### src/pop_best_candidate_table_unit_macros.svh
// Assertion macros for the candidate table unit.
`ifndef POP_BEST_CANDIDATE_TABLE_UNIT_MACROS_SVH
`define POP_BEST_CANDIDATE_TABLE_UNIT_MACROS_SVH
`ifndef SYNTH
`define PBC_ASSERT(label, clk, rst, prop, msg) \
  label: assert property (@(posedge clk) disable iff (rst) prop) else $error(msg);
`define PBC_ASSERT_NR(label, clk, prop, msg) \
  label: assert property (@(posedge clk) prop) else $error(msg);
`else
`define PBC_ASSERT(label, clk, rst, prop, msg)
`define PBC_ASSERT_NR(label, clk, prop, msg)
`endif
`endif

### src/pbct_pkg.sv
// ----------------------------------------------------------------------------
// pbct_pkg
// Types and constants shared by the candidate table controller and datapath.
// ----------------------------------------------------------------------------
`timescale 1ns / 1ps
package pbct_pkg;

  localparam logic CMD_WRITE = 1'b0;
  localparam logic CMD_POP   = 1'b1;

  localparam logic [0:0] REG_PREFER_LARGEST = 1'b0;
  localparam logic [0:0] REG_SCAN_LENGTH    = 1'b1;

  localparam logic signed [31:0] EMPTY_ID = -32'sd1;

  typedef struct packed {
    logic               command;
    logic [5:0]         slot;
    logic signed [31:0] entry_id;
    logic [31:0]        entry_score;
  } in_item_t;

  typedef struct packed {
    logic signed [31:0] popped_id;
    logic [31:0]        popped_score;
    logic               found;
    logic [6:0]         valid_remaining;
  } out_item_t;

  typedef enum logic [2:0] {
    ST_IDLE,
    ST_WRITE,
    ST_SCAN,
    ST_TAKE,
    ST_DONE
  } state_t;

  // Controller commands to the datapath.
  typedef struct packed {
    logic load_item;
    logic do_write;
    logic scan_start;
    logic scan_step;
    logic take_best;
    logic make_result;
  } dp_cmd_t;

  // Datapath status to the controller.
  typedef struct packed {
    logic is_pop;
    logic scan_last;
  } dp_status_t;

  // True when a is a better score than b under the preference, ties taken.
  function automatic logic score_takes(input logic [31:0] a, input logic [31:0] b,
                                       input logic largest);
    logic a_zero, b_zero, a_lt_b, eq;
    a_zero = (a[30:0] == 31'd0);
    b_zero = (b[30:0] == 31'd0);
    eq = (a == b) || (a_zero && b_zero);
    if (a[31] != b[31]) a_lt_b = a[31];
    else if (a[31])     a_lt_b = a[30:0] > b[30:0];
    else                a_lt_b = a[30:0] < b[30:0];
    if (eq) score_takes = 1'b1;
    else if (largest) score_takes = !a_lt_b;
    else score_takes = a_lt_b;
  endfunction

  function automatic logic score_nan(input logic [31:0] s);
    score_nan = (s[30:23] == 8'hFF) && (s[22:0] != 23'd0);
  endfunction

endpackage

### src/pbct_ctrl.sv
// ----------------------------------------------------------------------------
// pbct_ctrl
// Sequencer: accepts one item, runs a write or a slot scan, offers the result.
// ----------------------------------------------------------------------------
`timescale 1ns / 1ps
`include "pop_best_candidate_table_unit_macros.svh"
module pbct_ctrl (
  input  logic                clk,
  input  logic                rst,
  input  logic                in_valid,
  output logic                in_stall,
  output logic                out_valid,
  input  logic                out_stall,
  output logic                cfg_ready,
  output pbct_pkg::dp_cmd_t   cmd,
  input  pbct_pkg::dp_status_t status
);
  import pbct_pkg::*;

  state_t state, state_next;

  // State register.
  always_ff @(posedge clk) begin
    if (rst) state <= ST_IDLE;
    else     state <= state_next;
  end

  // Next state.
  always_comb begin
    state_next = state;
    case (state)
      ST_IDLE:  if (in_valid) state_next = ST_DONE;
      ST_DONE:  begin
        // Decide the work of the freshly loaded item.
        state_next = status.is_pop ? ST_SCAN : ST_WRITE;
      end
      ST_WRITE: state_next = ST_TAKE;
      ST_SCAN:  if (status.scan_last) state_next = ST_TAKE;
      ST_TAKE:  if (!out_stall) state_next = ST_IDLE;
      default:  state_next = ST_IDLE;
    endcase
  end

  // Outputs. ST_DONE doubles as the decode state; ST_TAKE offers the result.
  always_comb begin
    cmd       = '0;
    in_stall  = (state != ST_IDLE);
    out_valid = (state == ST_TAKE);
    cfg_ready = (state == ST_IDLE);
    case (state)
      ST_IDLE:  cmd.load_item = in_valid;
      ST_DONE:  begin
        cmd.scan_start = status.is_pop;
      end
      ST_WRITE: begin
        cmd.do_write    = 1'b1;
        cmd.make_result = 1'b1;
      end
      ST_SCAN:  begin
        cmd.scan_step = 1'b1;
        if (status.scan_last) begin
          cmd.take_best   = 1'b1;
          cmd.make_result = 1'b1;
        end
      end
      default: ;
    endcase
  end

  `PBC_ASSERT(a_out_only_take, clk, rst, out_valid |-> state == ST_TAKE, "out_valid outside take")
  `PBC_ASSERT(a_hold_result, clk, rst, out_valid && out_stall |=> out_valid, "result dropped")
  `PBC_ASSERT(a_no_accept_busy, clk, rst, !cfg_ready |-> in_stall, "accept while busy")
endmodule

### src/pbct_datapath.sv
// ----------------------------------------------------------------------------
// pbct_datapath
// Slot memories, valid bits, count, config registers and the scan comparator.
// ----------------------------------------------------------------------------
`timescale 1ns / 1ps
`include "pop_best_candidate_table_unit_macros.svh"
module pbct_datapath #(
  parameter int SLOTS = 64
) (
  input  logic                 clk,
  input  logic                 rst,
  input  pbct_pkg::in_item_t   in_item,
  input  logic                 cfg_write,
  input  logic                 cfg_index,
  input  logic [31:0]          cfg_data,
  input  pbct_pkg::dp_cmd_t    cmd,
  output pbct_pkg::dp_status_t status,
  output pbct_pkg::out_item_t  out_item
);
  import pbct_pkg::*;

  localparam int IW = (SLOTS > 1) ? $clog2(SLOTS) : 1;

  logic signed [31:0] ids [SLOTS];
  logic [31:0]        scores [SLOTS];
  logic [SLOTS-1:0]   valid;
  logic [6:0]         count;
  logic               prefer_largest;
  logic [6:0]         scan_length;
  in_item_t           item;
  logic [IW:0]        idx;
  logic [IW:0]        scan_end;
  logic               have;
  logic [IW-1:0]      best;
  logic signed [31:0] best_id;
  logic [31:0]        best_score;
  logic signed [31:0] rd_id;
  logic [31:0]        rd_score;
  logic               rd_ok;
  logic               slot_ok;
  logic [IW-1:0]      wslot;
  logic               take;
  logic               win;
  logic [IW-1:0]      win_idx;
  logic signed [31:0] win_id;
  logic [31:0]        win_score;

  // Scan limit is scan_length clamped to SLOTS.
  always_comb begin
    if ({25'd0, scan_length} > SLOTS) scan_end = (IW+1)'(SLOTS);
    else                             scan_end = (IW+1)'(scan_length);
  end

  assign slot_ok = ({26'd0, item.slot} < SLOTS);
  assign wslot   = IW'(item.slot);
  assign status.is_pop    = (item.command == CMD_POP);
  assign status.scan_last = (idx >= scan_end);

  // Config registers.
  always_ff @(posedge clk) begin
    if (rst) begin
      prefer_largest <= 1'b0;
      scan_length    <= 7'd64;
    end else if (cfg_write) begin
      if (cfg_index == REG_PREFER_LARGEST) prefer_largest <= cfg_data[0];
      else                                 scan_length    <= cfg_data[6:0];
    end
  end

  // Input item register.
  always_ff @(posedge clk) begin
    if (cmd.load_item) item <= in_item;
  end

  // Memories: one write port, one registered read port driven by the scan index.
  always_ff @(posedge clk) begin
    if (cmd.do_write && slot_ok) begin
      ids[wslot]    <= item.entry_id;
      scores[wslot] <= item.entry_score;
    end
    rd_id    <= ids[IW'(idx)];
    rd_score <= scores[IW'(idx)];
  end

  // Candidate test on the registered read, which holds the slot of the previous idx.
  assign take = rd_ok && !score_nan(rd_score) &&
                (!have || score_takes(rd_score, best_score, prefer_largest));

  // On the last scan step the final candidate may be in flight, so the
  // winner is resolved from have/take here.
  assign win       = have || take;
  assign win_idx   = take ? IW'(idx - 1'b1) : best;
  assign win_id    = take ? rd_id : best_id;
  assign win_score = take ? rd_score : best_score;

  // Scan index, best tracking, valid bits and count.
  always_ff @(posedge clk) begin
    if (rst) begin
      valid <= '0;
      count <= 7'd0;
      have  <= 1'b0;
      idx   <= '0;
      rd_ok <= 1'b0;
    end else begin
      rd_ok <= 1'b0;
      if (cmd.scan_start) begin
        idx  <= '0;
        have <= 1'b0;
      end
      if (cmd.scan_step || cmd.scan_start) begin
        if (!status.scan_last || cmd.scan_start) begin
          rd_ok <= !cmd.scan_start && valid[IW'(idx)] && (idx < scan_end);
          idx   <= cmd.scan_start ? '0 : idx + 1'b1;
        end
        if (take) begin
          have       <= 1'b1;
          best       <= IW'(idx - 1'b1);
          best_id    <= rd_id;
          best_score <= rd_score;
        end
      end
      if (cmd.do_write && slot_ok) begin
        valid[wslot] <= !item.entry_id[31];
        if (!valid[wslot] && !item.entry_id[31] && count != 7'd127) count <= count + 1'b1;
        else if (valid[wslot] && item.entry_id[31] && count != 7'd0) count <= count - 1'b1;
      end
      // Empty the popped slot.
      if (cmd.take_best && win) begin
        valid[win_idx] <= 1'b0;
        if (count != 7'd0) count <= count - 1'b1;
      end
    end
  end

  // Result formation.
  always_ff @(posedge clk) begin
    if (rst) begin
      out_item <= '0;
    end else if (cmd.make_result) begin
      if (cmd.do_write) begin
        out_item.popped_id    <= EMPTY_ID;
        out_item.popped_score <= '0;
        out_item.found        <= 1'b0;
        if (slot_ok && !valid[wslot] && !item.entry_id[31] && count != 7'd127)
          out_item.valid_remaining <= count + 1'b1;
        else if (slot_ok && valid[wslot] && item.entry_id[31] && count != 7'd0)
          out_item.valid_remaining <= count - 1'b1;
        else
          out_item.valid_remaining <= count;
      end else if (win) begin
        out_item.popped_id       <= win_id;
        out_item.popped_score    <= win_score;
        out_item.found           <= 1'b1;
        out_item.valid_remaining <= (count != 7'd0) ? count - 1'b1 : count;
      end else begin
        out_item.popped_id       <= EMPTY_ID;
        out_item.popped_score    <= '0;
        out_item.found           <= 1'b0;
        out_item.valid_remaining <= count;
      end
    end
  end

  `PBC_ASSERT(a_take_in_scan, clk, rst, cmd.take_best |-> cmd.scan_step, "take outside scan")
  `PBC_ASSERT(a_one_op, clk, rst, !(cmd.do_write && cmd.scan_step), "write during scan")
  `PBC_ASSERT(a_count_range, clk, rst, $countones(valid) <= SLOTS, "valid range")
endmodule

### src/pop_best_candidate_table_unit.sv
// ----------------------------------------------------------------------------
// pop_best_candidate_table_unit
// Candidate table with slot writes and a pop of the best scoring entry.
//
// Channel  Direction  Handshake        Payload
// in       input      valid / stall    in_item_t
// out      output     valid / stall    out_item_t
// cfg      input      valid / ready    register index and data
//
// A write result is offered after the decode and write states; a pop result
// after the decode state and a scan of min(scan_length, SLOTS) slots: one
// comparator steps through the slot memory one slot per cycle. The next item
// is taken in the cycle after the result transfers.
// Reset clears every valid bit at once, so the table is empty right after
// reset. A stalled result holds the unit; no new item is taken until the
// result transfers.
// ----------------------------------------------------------------------------
`timescale 1ns / 1ps
module pop_best_candidate_table_unit #(
  parameter int SLOTS = 64
) (
  input  logic                clk,
  input  logic                rst,
  input  logic                in_valid,
  output logic                in_stall,
  input  pbct_pkg::in_item_t  in_data,
  output logic                out_valid,
  input  logic                out_stall,
  output pbct_pkg::out_item_t out_data,
  input  logic                cfg_valid,
  output logic                cfg_ready,
  input  logic                cfg_index,
  input  logic [31:0]         cfg_data
);
  import pbct_pkg::*;

  dp_cmd_t    cmd;
  dp_status_t status;

  pbct_ctrl u_ctrl (
    .clk(clk), .rst(rst), .in_valid(in_valid), .in_stall(in_stall),
    .out_valid(out_valid), .out_stall(out_stall), .cfg_ready(cfg_ready),
    .cmd(cmd), .status(status)
  );

  pbct_datapath #(.SLOTS(SLOTS)) u_dp (
    .clk(clk), .rst(rst), .in_item(in_data),
    .cfg_write(cfg_valid && cfg_ready), .cfg_index(cfg_index), .cfg_data(cfg_data),
    .cmd(cmd), .status(status), .out_item(out_data)
  );
endmodule

### config.mk
export PLATFORM = sky130hd
export DESIGN_NAME = pop_best_candidate_table_unit
export DESIGN_NICKNAME = d
export VERILOG_FILES = /design/src/pbct_pkg.sv /design/src/pbct_ctrl.sv /design/src/pbct_datapath.sv /design/src/pop_best_candidate_table_unit.sv
export VERILOG_INCLUDE_DIRS = /design/src /design/src/src
export SDC_FILE = /design/constraint.sdc
export NUM_CORES = 2
export LEC_CHECK = 0
export BUFFER_PORTS_ARGS = -buffer_cell sky130_fd_sc_hd__buf_2
export CORE_MARGIN = 2
export CORE_UTILIZATION = 40
export CTS_CLUSTER_DIAMETER = 50
export DETAILED_ROUTE_END_ITERATION = 10
export GPL_TIMING_DRIVEN = 0
export PLACE_DENSITY = 0.52
export SYNTH_ARGS = -nofsm -noshare
export SYNTH_HDL_FRONTEND = slang
export SYNTH_HIERARCHICAL = 1
export SYNTH_SLANG_ARGS = --single-unit
### constraint.sdc
create_clock -name clk -period 6.6 [get_ports clk]
set_clock_uncertainty 0.2 [all_clocks]
set_input_delay 1.32 -clock clk [delete_from_list [all_inputs] [get_ports clk]]
set_output_delay 1.32 -clock clk [all_outputs]
set_load 0.01 [all_outputs]
### Word level (Yosys, flattened, before mapping)

Memory sizes are Yosys's and may differ from the RTL's. A register that Yosys moved wholly into a read port is not among the register bits.
Index checks and enable logic that the tools add are counted.

| word-level totals | value |
|---|---|
| register bits | 304 |
| bits in latches | 0 |
| memory bits (writable) | 4,096 |
| memory bits (read-only) | 0 |
| input bits | 109 |
| output and inout port bits | 75 |
| word-level logic and storage cells | 137 |
| memories kept | 2 |

Memory list:

| name | words | width | read ports | clocked after memory_dff | wr ports | line | RTL |
|---|---|---|---|---|---|---|---|
| u_dp.ids | 64 | 32 | 1 | 1 | 1 | pbct_datapath.sv:24 | `logic signed [31:0] ids [SLOTS];` |
| u_dp.scores | 64 | 32 | 1 | 1 | 1 | pbct_datapath.sv:25 | `logic [31:0] scores [SLOTS];` |

| operators by class | value |
|---|---|
| $add $sub $neg | 4 |
| multipliers | 0 |
| divide/modulo/power cells | 0 |
| magnitude comparators | 10 |
| equality and inequality tests | 11 |
| shift-type cells | 0 |
| multiplexer cells | 48 |
| bitwise operators | 6 |
| reduce and logical (&&, ||, !) cells | 37 |

Operators with widths:

| cell | number |
|---|---|
| $mux W64 | 3 |
| $mux W72 | 2 |
| $mux W7 | 11 |
| $and A64 B64 Y64 | 1 |
| $bwmux W64 | 1 |
| $mux W32 | 2 |
| $not A64 Y64 | 1 |
| $logic_not A31 Y1 | 2 |
| $eq A32 B32 Y1 | 1 |
| $gt A31 B31 Y1 | 1 |
| $lt A31 B31 Y1 | 1 |
| $reduce_bool A23 Y1 | 1 |
| $lt A6 B7 Y1 const B | 3 |
| $mux W1 | 16 |
| $pmux W3 S5 | 1 |
| $add A7 B1 Y7 const B | 2 |
| $logic_and A1 B1 Y1 | 14 |
| $bmux W1 S6 | 2 |
| $demux W1 S6 | 2 |
| $ge A6 B1 Y1 const B | 2 |
| $mux W3 | 3 |
| $eq A8 B8 Y1 const B | 1 |
| $ge A7 B7 Y1 | 1 |
| $gt A7 B7 Y1 const B | 1 |
| other kinds (22) | 41 |

### Depth between registers and ports, before layout

| depth | value |
|---|---|
| depth in word-level cells | 16 |
| gate-level depth with buffers | 22 |
| gate-level depth less buffers | 16 |

### Cells and area by module

The synthesis kept the hierarchy.

By module, submodules not included:

| module | times used | cells an instance | area each (um^2) | seq. area each (um^2) |
|---|---|---|---|---|
| pbct_datapath | 1 | 7,072 | 170,044.3 | 131,716.3 |
| pbct_ctrl | 1 | 23 | 185.2 | 60.1 |
| pop_best_candidate_table_unit | 1 | 1 | 6.3 | 0.0 |

### Least setup slack after synthesis

Ideal clock, no wire load.

| timing | value |
|---|---|
| kind | input -> register |
| start | input port rst |
| end | register u_dp.best[0] (enable) |
| setup time | 498 ps |
| arrival | 4,848 ps |
| data required time | 5,902 ps |
| slack | 1,054 ps |
| stages on the path | 4 |
| path buffers | 3 |
| cells stage by stage | clkbuf_1 -> clkbuf_1 -> buf_1 -> nor2_1 |

| between the ends | value |
|---|---|
| longest elaborated chain between the ends | 2 |

Ends and longest elaborated chain:

| what | line | RTL |
|---|---|---|
| from (decl) | pop_best_candidate_table_unit.sv:23 | `input logic rst,` |
| $not A1 Y1 (no source line) | -- |  |
| $reduce_and A2 Y1 (no source line) | -- |  |
| to (signal assigned) | pbct_datapath.sv:117 | `best <= IW'(idx - 1'b1);` |
| to (decl) | pbct_datapath.sv:34 | `logic [IW-1:0] best;` |

No other way between the ends.
A chain may end at the register's enable or synchronous reset.

==> metrics <==
vias per std cell=5.86; Hold Startpoint=u_dp/scan_length[0]$_SDFFE_PP0P_; clock latency on the worst-skew pair=1.03 ns; synthesized area=0.170 mm^2; clock sinks=4,464; syn_nets=7,248; total CTS buffers=528; hold buffers post-CTS=0; hold endpoint=u_dp/scan_length[0]$_SDFFE_PP0P_; Yosys Warn Count=6; # rows=239; Max Fanout on Critical Path=15; Tightest Pin Transition=1.42 ns; final setup vio count=0; post-DP HPWL=around 360,000 um; max cap viols=0; CP Capture Type=flop; R2R depth=22; initial core utilization=40.2%; clock buffer depth=4; slowest cell delay on critical path=0.56 ns; FILL cells=around 34,000; Synth Flop Type=edfxtp_1; final net count=between 8,000 and 9,000; CTS tree=yes; Synth area leaders=edfxtp_1 75%, mux4_2 18%, dfxtp_1 2.7%, clkbuf_1 0.65%, mux2_2 0.43%; vias in the first global route=85,000; worst-path cell chain=clkbuf_1 -> clkbuf_4 -> clkbuf_4 -> buf_16 -> inv_1 -> ha_1 -> nand2b_1 -> a21o_1 -> a21o_1 -> a21o_1 -> a21o_1 -> a21oi_1 -> o21ai_1 -> nand2_2 -> o21ai_1 -> clkbuf_2 -> inv_4 -> nor2_1 -> o21ai_2 -> buf_8 -> clkbuf_1 -> o221a_2; # H-tree levels=6; max_slew headroom=5.26%; number of synthesized flops with an enable pin=4,237; Critical R2R Launch=u_dp/idx[0]$_SDFF_PP0_; post-synthesis instance total=7,096; Die Y=656 um; Area after DPL=between 0.15 and 0.2 mm^2; most frequent cell after synthesis=edfxtp_1; pin count of the biggest net entering global routing=42; Post-Route Setup TNS=0 ns; Hold Fails Final Rpt=0; pwr/cell area=311 mW/mm^2; first-pass GRT wire length=692,000 um; Final Cycle Share=97.7%; core area=0.424 mm^2; fin crit period=6.45 ns; Hold WC Path Type=reg -> reg; Synth top area share=74.7%; detailed-route via count=83,300; largest area contributor in the netlist=edfxtp_1; FMAX=0.155 GHz; all-layer global routing usage=23.2%; number of distinct standard cells referenced by the synthesized netlist=between 60 and 70; post-synthesis register bit count=about 4,500; die width=656 um; Synth-to-Final Area Change=19.2%; IO buf count=157; CP required=7.35 ns; Routed WL=about 500,000 um; crit path launch type=flop; CTS resizes=6; Synth Area per Inst=24.0 um^2; Final Wtd Congestion=0.819; VDD IR-drop max=255 uV; grt total ovfl=0; top cells by count, synth=4,237 x edfxtp_1, 1,381 x mux4_2, 295 x clkbuf_1, 227 x dfxtp_1, 110 x nor2_1; outcome=finished, final reports clean; RSZ-0062 raised after global routing=false; initial antenna violation count=50; non-filler instance count after layout=14,200; fin. max-slew vios=0; antenna-violating nets left=0; Arrival @ worst endpoint=approximately 7 ns; Post-Layout Inst Area=0.203 mm^2; R2R Path End=u_dp/out_item[64]$_SDFFE_PP0P_; reg2reg setup slack=0.15 ns; number of buffers added for setup after CTS=0; clk root buf=clkbuf_16; dpl cells=13,200; layout cell share with drive strength beyond 1=about a third; crit-path most repeated cell=a21o_1; DRT iter0 DRCs=10,200; num ports=between 150 and 200; leakage=61.5 nW; drt pass-1 iters=6; Async S/R FF share, synth=0%; worst hold stages=2; Die Area=0.431 mm^2; sequential area share after synthesis=77.4%; Layout Utilization=47.9%; worst setup path class=reg -> reg; Wirelength per Cell=35.5 um; number of remaining DRC errors=0; clk slew on worst S/H paths=around 0.060 ns; CP max stage cell=clkbuf_1
sequential cells by signal (all words and copies together) (netlist names), 64 cells and up:
| register | count |
|---|---|
| u_dp/ids | 2048 |
| u_dp/scores | 2048 |
| u_dp/item | 64 |
| u_dp/valid | 64 |
| u_dp/out_item | 72 |
cell usage in the layout (no fill, tap or decap), types with 19 or more instances in the layout:
| cell type | count |
|---|---|
| a311oi_1 | 32 |
| nand4_1 | 19 |
| clkinv_2 | 72 |
| dfxtp_1 | 227 |
| o221a_2 | 32 |
| clkinvlp_4 | 25 |
| clkinv_1 | 84 |
| bufinv_16 | 28 |
| clkbuf_2 | 40 |
| buf_1 | 78 |
| mux2_2 | 65 |
| nor2_1 | 45 |
| edfxtp_1 | 4237 |
| clkbuf_16 | 545 |
| buf_2 | 173 |
| diode_2 | 21 |
| nand3_1 | 34 |
| nand2_1 | 102 |
| mux4_2 | 1381 |
| ha_1 | 43 |
| inv_1 | 55 |
| clkbuf_1 | 353 |
| buf_16 | 88 |
| inv_6 | 45 |
| a21oi_1 | 33 |
| mux2i_1 | 43 |
| a32o_1 | 32 |
| buf_12 | 232 |
| o21ai_0 | 64 |
| nor2_4 | 65 |
| a211oi_1 | 36 |
worst max-delay path by stage:
stage | startpoint | end | slack, ns | depth (start not counted)
6_report | u_dp/idx[0]$_SDFF_PP0_ | u_dp/out_item[64]$_SDFFE_PP0P_ | 0.15 | 22
2_1_floorplan | rst | u_dp/best[0]$_DFFE_PP_ | 1.05 | 4
3_3_place_gp | u_dp/idx[0]$_SDFF_PP0_ | u_dp/out_item[12]$_SDFFE_PP0P_ | -5.79 | 20
5_1_grt | u_dp/idx[0]$_SDFF_PP0_ | u_dp/out_item[64]$_SDFFE_PP0P_ | 0.07 | 22
3_5_place_dp | u_dp/idx[0]$_SDFF_PP0_ | u_dp/out_item[59]$_SDFFE_PP0P_ | -2.08 | 23
4_1_cts | u_dp/idx[0]$_SDFF_PP0_ | u_dp/out_item[59]$_SDFFE_PP0P_ | 0.02 | 22
routing by layer:
metal  part of all wire, %  vias up  track usage [%]  wire length (um)
met4                   3.6       12             7.66             18100
met1                    40    46200             31.5            203000
met2                    49     3344             38.5            249000
met3                   6.8      739             3.53             34200
met5                 0.015        -                0                75
li1                      -    33000                -                 -
worst max-delay path, delay by kind of cell (launching register included):
| family | cells | cell delay, ns |
|---|---|---|
| AOI/OAI and AO/OA | 9 | 1.78 |
| and+or+nand+nor | 3 | 0.52 |
| DFF | 1 | 0.34 |
| buffers and inverters | 9 | 3.09 |
| adders and majority gates | 1 | 0.32 |
area by class of cell:
type                            instances  area, um^2  area share, %
Sequential cell                      4464      132000           65.0
Clock buffer                          657       14200           6.98
Inverter                               58         220          0.109
Tap cell                             5663        7090           3.49
Clock inverter                        295        2700           1.33
Buffer                                390        1550          0.765
Multi-Input combinational cell       2183       37300           18.4
Timing Repair Buffer                  491        8060           3.97
Antenna cell                           21        52.6         0.0259
stage by stage:
| stage | setup WS [ns] | hold WS [ns] | total power, mW |
|---|---|---|---|
| after floorplan | 1.05 | 0.232 | 33.9 |
| after global placement | -5.79 | 0.250 | 35.1 |
| after detailed placement | -2.08 | 0.245 | 35.5 |
| after CTS | 0.0241 | 0.185 | 63.6 |
| after global routing | 0.0687 | 0.238 | 64.8 |
| final | 0.151 | 0.253 | 63.0 |
kinds of logic (layout without fill, tap and decap cells):
group,after synthesis,after routing,synth area share (%)
DFF,4464,4464,77.4
muxes,1493,1493,19.0
buffers and inverters,449,1891,1.00
and+or+nand+nor,341,341,0.927
AOI/OAI and AO/OA,291,291,1.29
adders and majority gates,43,43,0.316
xor gates and xnor gates,15,15,0.0772
other,0,21,0
where the power goes:
part	internal (mW)	switching, mW
clock	16.5	11.7
sequential	31.5	0.304
combinational	1.29	1.74
total	49.2	13.8
Power figures use the tool's default switching activity.
